File: config.mk
export PLATFORM = sky130hd
export DESIGN_NAME = rsa_modular_exponentiation_unit
export DESIGN_NICKNAME = d
export VERILOG_FILES = /design/src/design/rsa_me_pkg.sv /design/src/design/rsa_me_mulmod.sv /design/src/design/rsa_modular_exponentiation_unit.sv
export SDC_FILE = /design/constraint.sdc
export NUM_CORES = 1
export LEC_CHECK = 0
export ABC_CLOCK_PERIOD_IN_PS = 9600
export BUFFER_PORTS_ARGS = -buffer_cell sky130_fd_sc_hd__buf_4
export CAP_MARGIN = 20
export CORE_MARGIN = 5
export CORE_UTILIZATION = 39
export CTS_BUF_LIST = sky130_fd_sc_hd__clkbuf_2
export DETAILED_ROUTE_END_ITERATION = 8
export SYNTH_ARGS = -nofsm -noshare
export SYNTH_HDL_FRONTEND = slang
export SYNTH_HIERARCHICAL = 1
export SYNTH_SLANG_ARGS = --single-unit
File: constraint.sdc
create_clock -name clk_i -period 9.6 [get_ports clk_i]
set_input_delay 2.4 -clock clk_i [delete_from_list [all_inputs] [get_ports clk_i]]
set_output_delay 2.4 -clock clk_i [all_outputs]
set_load 0.01 [all_outputs]
File: src/design/rsa_me_pkg.sv
// Shared types and constants for the RSA modular exponentiation unit.
// No dependencies; imported by rsa_me_mulmod and rsa_modular_exponentiation_unit.
`default_nettype none

package rsa_me_pkg;

  // Default key width of the datapath
  localparam int unsigned KEY_WIDTH_DEF = 32;

  // Fixed widths of the stream and configuration payloads
  localparam int unsigned DATA_W    = 32;
  localparam int unsigned CFG_IDX_W = 2;

  // Configuration register indexes
  typedef enum logic [CFG_IDX_W-1:0] {
    REG_MODULUS     = 2'd0,
    REG_PUBLIC_EXP  = 2'd1,
    REG_PRIVATE_EXP = 2'd2
  } cfg_reg_e;

  // Status of the shared modular multiplier
  typedef struct packed {
    logic busy;
    logic done;
  } mm_status_t;

endpackage : rsa_me_pkg

`default_nettype wire

File: src/design/rsa_me_mulmod.sv
// Iterative shift-and-add modular multiplier: one multiplier bit per cycle.
// Depends on rsa_me_pkg.
`default_nettype none

module rsa_me_mulmod
  import rsa_me_pkg::*;
#(
  parameter int unsigned KEY_WIDTH = KEY_WIDTH_DEF
) (
  input  logic                 clk_i,
  input  logic                 rst_ni,
  input  logic                 start_i,
  input  logic [KEY_WIDTH-1:0] a_i,
  input  logic [KEY_WIDTH-1:0] b_i,
  input  logic [KEY_WIDTH-1:0] mod_i,
  output mm_status_t           status_o,
  output logic [KEY_WIDTH-1:0] product_o
);

  localparam int unsigned CNT_W = $clog2(KEY_WIDTH);

  logic                 busy_q, busy_d;
  logic                 done_q, done_d;
  logic [CNT_W-1:0]     cnt_q, cnt_d;
  logic [KEY_WIDTH-1:0] a_q, b_q, acc_q;
  logic [KEY_WIDTH:0]   dbl, dbl_red, sum, sum_red;
  logic [KEY_WIDTH:0]   mod_ext;
  logic [KEY_WIDTH-1:0] addend;

  // acc stays below the modulus: double, reduce, add a or 0, reduce
  always_comb begin
    mod_ext = {1'b0, mod_i};
    dbl     = {acc_q, 1'b0};
    dbl_red = (dbl >= mod_ext) ? dbl - mod_ext : dbl;
    addend  = b_q[KEY_WIDTH-1] ? a_q : '0;
    sum     = dbl_red + {1'b0, addend};
    sum_red = (sum >= mod_ext) ? sum - mod_ext : sum;
  end

  always_comb begin
    busy_d = busy_q;
    done_d = 1'b0;
    cnt_d  = cnt_q;
    if (start_i) begin
      busy_d = 1'b1;
      cnt_d  = CNT_W'(KEY_WIDTH - 1);
    end else if (busy_q) begin
      cnt_d = cnt_q - CNT_W'(1);
      if (cnt_q == '0) begin
        busy_d = 1'b0;
        done_d = 1'b1;
      end
    end
  end

  always_ff @(posedge clk_i or negedge rst_ni) begin
    if (!rst_ni) begin
      busy_q <= 1'b0;
      done_q <= 1'b0;
      cnt_q  <= '0;
    end else begin
      busy_q <= busy_d;
      done_q <= done_d;
      cnt_q  <= cnt_d;
    end
  end

  always_ff @(posedge clk_i) begin
    if (start_i) begin
      a_q   <= a_i;
      b_q   <= b_i;
      acc_q <= '0;
    end else if (busy_q) begin
      b_q   <= {b_q[KEY_WIDTH-2:0], 1'b0};
      acc_q <= sum_red[KEY_WIDTH-1:0];
    end
  end

  assign status_o.busy = busy_q;
  assign status_o.done = done_q;
  assign product_o     = acc_q;

endmodule : rsa_me_mulmod

`default_nettype wire

File: src/design/rsa_modular_exponentiation_unit.sv
// RSA modular exponentiation unit: config registers, square-and-multiply
// sequencer and output register. Depends on rsa_me_pkg and rsa_me_mulmod.
//
// Usage:
//  - Configuration channel (cfg_valid_i/cfg_ready_o, cfg_addr_i, cfg_data_i)
//    writes modulus (index 0), public exponent (1) and private exponent (2);
//    other indexes are dropped. Write only while the unit is idle.
//  - Input stream: s_axis_tdata_i is the value, s_axis_tuser_i the mode
//    (0: public exponent, error if value > modulus; 1: private exponent).
//  - Output stream: m_axis_tdata_o is the result, m_axis_tuser_o the error
//    flag (result is 0 with it).
//  - Every product goes through one shared shift-and-add modular multiplier.
//    An item costs one reduction of the value plus one squaring per exponent
//    bit and one multiply per set bit. Error items and a zero modulus skip
//    the multiplier and go from the finish state to the output register.
//  - One item is worked on at a time; s_axis_tready_o is high only when idle.
//  - A finished item waits in the output register; the unit takes a new item
//    meanwhile and holds its next result until the receiver takes the first.
//  - Reset: modulus=2, exponents=1, no item pending.
`default_nettype none

module rsa_modular_exponentiation_unit
  import rsa_me_pkg::*;
#(
  parameter int unsigned KEY_WIDTH = KEY_WIDTH_DEF
) (
  input  logic                 clk_i,
  input  logic                 rst_ni,
  // configuration write channel
  input  logic                 cfg_valid_i,
  output logic                 cfg_ready_o,
  input  logic [CFG_IDX_W-1:0] cfg_addr_i,
  input  logic [DATA_W-1:0]    cfg_data_i,
  // input items
  input  logic                 s_axis_tvalid_i,
  output logic                 s_axis_tready_o,
  input  logic [DATA_W-1:0]    s_axis_tdata_i,   // [31:0] value
  input  logic                 s_axis_tuser_i,   // [0] mode
  // result items
  output logic                 m_axis_tvalid_o,
  input  logic                 m_axis_tready_i,
  output logic [DATA_W-1:0]    m_axis_tdata_o,   // [31:0] result
  output logic                 m_axis_tuser_o    // [0] error
);

  localparam int unsigned CNT_W = $clog2(KEY_WIDTH);

  typedef enum logic [4:0] {
    ST_IDLE   = 5'b00001,
    ST_REDUCE = 5'b00010,
    ST_SQUARE = 5'b00100,
    ST_MULT   = 5'b01000,
    ST_FINISH = 5'b10000
  } state_e;

  state_e               state_q, state_d;
  logic [KEY_WIDTH-1:0] modulus_q, pub_exp_q, priv_exp_q;
  logic [KEY_WIDTH-1:0] cfg_data_ext;
  logic [KEY_WIDTH-1:0] exp_q, exp_d;
  logic [KEY_WIDTH-1:0] base_q, base_d;
  logic [KEY_WIDTH-1:0] acc_q, acc_d;
  logic [CNT_W-1:0]     bit_q, bit_d;
  logic                 err_q, err_d;
  logic                 out_valid_q, out_valid_d;
  logic [DATA_W-1:0]    out_data_q;
  logic                 out_err_q;
  logic                 out_load;

  logic [KEY_WIDTH-1:0] value_ext, one_mod;
  logic                 in_accept;

  logic                 mm_start;
  logic [KEY_WIDTH-1:0] mm_a, mm_b, mm_product;
  mm_status_t           mm_status;

  // configuration registers, always ready
  assign cfg_ready_o  = 1'b1;
  assign cfg_data_ext = KEY_WIDTH'(cfg_data_i);

  always_ff @(posedge clk_i or negedge rst_ni) begin
    if (!rst_ni) begin
      modulus_q  <= KEY_WIDTH'(2);
      pub_exp_q  <= KEY_WIDTH'(1);
      priv_exp_q <= KEY_WIDTH'(1);
    end else if (cfg_valid_i) begin
      case (cfg_addr_i)
        REG_MODULUS:     modulus_q  <= cfg_data_ext;
        REG_PUBLIC_EXP:  pub_exp_q  <= cfg_data_ext;
        REG_PRIVATE_EXP: priv_exp_q <= cfg_data_ext;
        default: ;
      endcase
    end
  end

  assign s_axis_tready_o = (state_q == ST_IDLE);
  assign in_accept       = s_axis_tvalid_i && s_axis_tready_o;
  assign value_ext       = KEY_WIDTH'(s_axis_tdata_i);
  // 1 mod n: zero for a modulus of one
  assign one_mod         = (modulus_q == KEY_WIDTH'(1)) ? '0 : KEY_WIDTH'(1);

  // shared modular multiplier
  rsa_me_mulmod #(
    .KEY_WIDTH(KEY_WIDTH)
  ) u_mulmod (
    .clk_i    (clk_i),
    .rst_ni   (rst_ni),
    .start_i  (mm_start),
    .a_i      (mm_a),
    .b_i      (mm_b),
    .mod_i    (modulus_q),
    .status_o (mm_status),
    .product_o(mm_product)
  );

  // sequencer: reduce the value, then square (and multiply) per exponent bit
  always_comb begin
    state_d  = state_q;
    exp_d    = exp_q;
    base_d   = base_q;
    acc_d    = acc_q;
    bit_d    = bit_q;
    err_d    = err_q;
    mm_start = 1'b0;
    mm_a     = mm_product;
    mm_b     = mm_product;
    out_load = 1'b0;

    case (state_q)
      ST_IDLE: begin
        if (in_accept) begin
          exp_d = s_axis_tuser_i ? priv_exp_q : pub_exp_q;
          bit_d = CNT_W'(KEY_WIDTH - 1);
          err_d = 1'b0;
          if (!s_axis_tuser_i && (value_ext > modulus_q)) begin
            err_d   = 1'b1;
            acc_d   = '0;
            state_d = ST_FINISH;
          end else if (modulus_q == '0) begin
            acc_d   = '0;
            state_d = ST_FINISH;
          end else begin
            // value mod n computed as (1 * value) mod n
            mm_start = 1'b1;
            mm_a     = one_mod;
            mm_b     = value_ext;
            state_d  = ST_REDUCE;
          end
        end
      end

      ST_REDUCE: begin
        if (mm_status.done) begin
          base_d   = mm_product;
          acc_d    = one_mod;
          mm_start = 1'b1;
          mm_a     = one_mod;
          mm_b     = one_mod;
          state_d  = ST_SQUARE;
        end
      end

      ST_SQUARE, ST_MULT: begin
        if (mm_status.done) begin
          acc_d = mm_product;
          if ((state_q == ST_SQUARE) && exp_q[KEY_WIDTH-1]) begin
            mm_start = 1'b1;
            mm_b     = base_q;
            state_d  = ST_MULT;
          end else if (bit_q == '0) begin
            state_d = ST_FINISH;
          end else begin
            // advance to the next exponent bit
            bit_d    = bit_q - CNT_W'(1);
            exp_d    = {exp_q[KEY_WIDTH-2:0], 1'b0};
            mm_start = 1'b1;
            state_d  = ST_SQUARE;
          end
        end
      end

      ST_FINISH: begin
        // hold until the output register is free
        if (!out_valid_q || m_axis_tready_i) begin
          out_load = 1'b1;
          state_d  = ST_IDLE;
        end
      end

      default: state_d = ST_IDLE;
    endcase
  end

  assign out_valid_d = out_load | (out_valid_q & ~m_axis_tready_i);

  always_ff @(posedge clk_i or negedge rst_ni) begin
    if (!rst_ni) begin
      state_q     <= ST_IDLE;
      out_valid_q <= 1'b0;
      err_q       <= 1'b0;
      bit_q       <= '0;
    end else begin
      state_q     <= state_d;
      out_valid_q <= out_valid_d;
      err_q       <= err_d;
      bit_q       <= bit_d;
    end
  end

  always_ff @(posedge clk_i) begin
    exp_q  <= exp_d;
    base_q <= base_d;
    acc_q  <= acc_d;
    if (out_load) begin
      out_data_q <= DATA_W'(acc_q);
      out_err_q  <= err_q;
    end
  end

  assign m_axis_tvalid_o = out_valid_q;
  assign m_axis_tdata_o  = out_data_q;
  assign m_axis_tuser_o  = out_err_q;

  // the multiplier is never started while it still works on a product
  assert property (@(posedge clk_i) disable iff (!rst_ni)
    mm_start |-> !mm_status.busy)
    else $error("multiplier restarted while busy");

  // an idle sequencer leaves the multiplier idle
  assert property (@(posedge clk_i) disable iff (!rst_ni)
    s_axis_tready_o |-> !mm_status.busy)
    else $error("multiplier busy while unit is idle");

  // every finished product is reduced below the modulus
  assert property (@(posedge clk_i) disable iff (!rst_ni)
    mm_status.done |-> (mm_product < modulus_q))
    else $error("product not reduced");

  // an error item carries a zero result
  assert property (@(posedge clk_i) disable iff (!rst_ni)
    (m_axis_tvalid_o && m_axis_tuser_o) |-> (m_axis_tdata_o == '0))
    else $error("error item with nonzero result");

endmodule : rsa_modular_exponentiation_unit

`default_nettype wire

After elaboration in Yosys (flattened, before gate mapping)
Cells that the tools add are included.
W data, S select, Z words.
{"block": "totals", "reg_bits": 340, "input_bits": 72}
{"block": "op_classes", "order_cmp": 3, "n_addsub": 5, "bitwise_logic": 3, "eq_ne": 15, "n_reduce_logical": 22, "n_mux": 62}
{"op": "$mux W32", "count": 23}
{"op": "$pmux W32 S3", "count": 2}
{"op": "$pmux W32 S2", "count": 2}
{"op": "$mux W5", "count": 14}
{"op": "$ge A33 B32 Y1", "count": 2}
{"op": "$add A33 B32 Y33", "count": 1}
{"op": "$mux W33", "count": 1}
{"op": "$sub A33 B32 Y33", "count": 1}
{"op": "$eq A32 B1 Y1 const B", "count": 1}
{"op": "$gt A32 B32 Y1", "count": 1}
{"op": "$logic_not A32 Y1", "count": 1}
{"op": "$sub A32 B32 Y32", "count": 1}
{"op": "$pmux W5 S4", "count": 1}
{"op": "$mux W1", "count": 17}
{"op": "$logic_not A5 Y1", "count": 2}
{"op": "$pmux W5 S2", "count": 1}
{"op": "$reduce_and A2 Y1", "count": 5}
{"op": "$reduce_and A5 Y1", "count": 2}
{"op": "$sub A5 B1 Y5 const B", "count": 2}
{"op": "$ne A2 B1 Y1 const B", "count": 3}
{"op": "$ne A2 B2 Y1 const B", "count": 3}
{"op": "$eq A5 B1 Y1 const B", "count": 1}
{"op": "$eq A5 B2 Y1 const B", "count": 1}
{"op": "$eq A5 B3 Y1 const B", "count": 1}
{"op": "other kinds (17)", "count": 21}

Depth between registers and ports, before layout
{"block": "logic_depth", "word_depth": 6, "ltp_mapped": 37, "mapped_depth_nobuf": 32}

By module
Netlist, hierarchy kept.
{"mod": "rsa_modular_exponentiation_unit", "seq_area_each_um2": 6581.3, "n_inst": 1, "area_per_inst_um2": 11258.3, "cells_each": 941}
{"mod": "rsa_me_mulmod", "seq_area_each_um2": 2737.6, "n_inst": 1, "area_per_inst_um2": 9585.4, "cells_each": 1115}

Worst setup path before layout
Ideal clock, no wire load.
{"block": "synth_path", "kind": "reg-to-reg", "from": "reg modulus_q[6]", "to": "reg u_mulmod.acc_q[28] (netlist: u_mulmod/product_o[28])", "arrival_time_ns": 6.857, "slack_ns": 2.621, "stages_incl_launch_ff": 33, "setup_time_ns": 0.122, "required_time_ns": 9.478, "n_path_buf": 4, "path_cell_list": "dfrtp_1 > inv_1 > ha_1 > a2111o_1 > o21ai_1 > or3b_2 > a21oi_1 > a211oi_2 > clkbuf_1 > clkbuf_1 > nand2_1 > o31ai_1 > ha_1 > clkbuf_1 > a211o_1 > a2111oi_2 > nor3_1 > o41ai_2 > o31ai_1 > o41ai_1 > xnor2_1 > ha_1 > a21o_1 > a21oi_1 > o21bai_1 > a41oi_1 > o21ai_0 > a31o_1 > nor3b_2 > mux2_4 > buf_6 > nor3_1 > a311o_1"}
{"block": "synth_via", "elab_chain_cells": 5, "elab_cells_between_ends": 14, "classes_between": "3 x add/sub; 3 x order compare; 6 x mux; 2 x reduce/logical"}
{"item": "start: declaration", "line": "rsa_modular_exponentiation_unit.sv:57", "source": "logic [KEY_WIDTH-1:0] modulus_q, pub_exp_q, priv_exp_q;"}
{"item": "start signal: assignment", "line": "rsa_modular_exponentiation_unit.sv:87", "source": "REG_MODULUS: modulus_q <= cfg_data_ext;"}
{"item": "$sub A33 B32 Y33 (tied with other cells)", "line": "rsa_me_mulmod.sv:34", "source": "dbl_red = (dbl >= mod_ext) ? dbl - mod_ext : dbl;"}
{"item": "$mux W33 (tied with other cells)", "line": "rsa_me_mulmod.sv:34"}
{"item": "$add A33 B32 Y33 / $mux W1 (equally long branches)", "line": "rsa_me_mulmod.sv:36, rsa_modular_exponentiation_unit.sv:134"}
{"item": "$sub A32 B32 Y32 (tied with other cells)", "line": "rsa_me_mulmod.sv:37", "source": "sum_red = (sum >= mod_ext) ? sum - mod_ext : sum;"}
{"item": "$mux W32 / $pmux W1 S3 (equally long branches)", "line": "rsa_me_mulmod.sv:37, rsa_modular_exponentiation_unit.sv:128"}
{"item": "end signal: assignment", "line": "rsa_me_mulmod.sv:75", "source": "acc_q <= sum_red[KEY_WIDTH-1:0];"}
{"item": "end: declaration", "line": "rsa_me_mulmod.sv:25", "source": "logic [KEY_WIDTH-1:0] a_q, b_q, acc_q;"}
Several ways; a longest one is shown, not always the timed one.
A chain may end at the register's enable or synchronous reset.

Worst setup path after layout
{"block": "layout_path", "from": "reg modulus_q[16]", "to": "reg u_mulmod.acc_q[28] (netlist: u_mulmod/product_o[28])"}
The elaborated chain is that of the path after synthesis.

==> out/results.ini <==
[floorplanning]
coreArea_um2=52760
rows=84
die-area_um2=58150
die_width_um=241.1
ios=108
chipHeight_um=241.1
start_util_pct=39.49

[routing]
ant_nets=0
vias=16930
wl_per_cell_um=21.55
drt-initial-drc-count=1403
drc=0
vias_per_cell=5.691
wl_um=64100
dr.pass1.iters=5

[critical_path]
r2r_slack_ns=1.02
cp_num_buf_inv=2
cp_common_cell=ha_1
worstPathArrival_ns=9.62
cp_top_family=compound AO/OA/AOI/OAI gates
cp_max_fo=32
cp_slowest_stage_delay_ns=0.64
setup.worst_path.class=flop to flop
cp_slowest_cell=o41ai_2
start_kind=flop
end_kind=flop
worstPathRequired_ns=10.65

[timing]
grt_setup_unrepaired=no
period_share_pct=89.34
hold_ws_ns=0.3756
fin_skew_ns=0.1500
slew_viol_final=0
hold_viol_final=0
worst_pin_slew_ns=1.053
fmax_mhz=116.6
min_period_ns=8.577
finalSetupViolCount=0
relSlewSlack_pct=28.92
finalSetupTns_ns=0

[global_routing]
grtUsageTotal_pct=21.80
first_global_vias=16850
overflow=0
grt_pass1_wl_um=98280
grt_max_degree=70
antenna_found_initial=7

[clocking]
cts-resized-gates=0
cts_tree=yes
clkTransAtPathRegs_ns=0.10
numCtsBuffers=93
cts_root_buf=clkbuf_2
cts.sinks=340
clk_latency_ns=1.16
hold_buffers=0
htree_levels=3
post_cts_buffers=0
clockBufferDepth=3

[place]
io_buffers=106
gp_congestion=0.9501
dpl.hpwl_um=46400

[synth]
synthesis.nets=2261
avgSynthCellArea_um2=10.14
synth_area_um2=20840
netlist_instances=2055
ys_warn_count=6

[final_layout]
area_growth_pct=12.08
fin_nets=2407
drive_gt1_share_pct=20.82

[outcome]
outcome=finished, final reports clean

[flow_run]
timing.max_cap.violations=0

[hold_path]
hold_path.class=flop to flop

## cell type report
class,instances,area (um2)
repair buffers,147,1116
clock inverters,33,183.9
fillers,5072,29410
flip-flops and latches,340,9320
inverters,101,379.1
diodes,5,12.51
well taps,688,860.8
clock buffers,142,710.7
multi-input cells,1518,10770
## layout by cell type (no fill, tap or decap), types with 99 or more instances in the layout
master,n
nand2_1,205
edfxtp_1,193
nor2_1,150
buf_4,146
clkbuf_2,142
o21ai_0,136
ha_1,131
a21oi_1,124
dfrtp_1,110
inv_1,99
## per-layer routing
layer  GRT usage [%]  up-vias  share of wire, %
met1           30.32     8256                45
met3           4.137      115               6.4
met4           6.890        2               2.6
li1                -     7925                 -
met2           34.66      628                46
met5               0        -             0.020
## worst paths after layout
check / start / end / cells past startpoint
min in group asynchronous: rst_ni / priv_exp_q[22] / 1
setup reg to reg: modulus_q[16] / u_mulmod/product_o[28] / 28
hold reg to reg: acc_q[16] / m_axis_tdata_o[16] / 0
hold / removal: acc_q[16] / m_axis_tdata_o[16] / 0
max in group asynchronous: rst_ni / modulus_q[11] / 2
setup / recovery: modulus_q[16] / u_mulmod/product_o[28] / 28
## flip-flops by register name (all words and copies together) (netlist names), 5 cells and up
name	flops
priv_exp_q	32
state_q	5
modulus_q	32
u_mulmod/product_o	32
exp_q	32
bit_q	5
u_mulmod/a_q	32
pub_exp_q	32
base_q	32
u_mulmod/cnt_q	5
acc_q	32
u_mulmod/b_q	32
m_axis_tdata_o	32
## per-stage QoR
step           setup WS, ns  utilization (%)  cells  cell area, um2
6_report              1.023            44.26   2974           23350
5_1_grt              0.5416            44.26   2974           23350
4_1_cts               1.275            44.20   2968           23320
3_5_place_dp          1.260            42.50   2793           22430
3_3_place_gp          1.466            42.50   2793           22430
2_1_floorplan         2.621                -   2055           20840
Power is not shown: default switching activity piles up to over one toggle a cycle in this logic, so the estimate is an artifact.
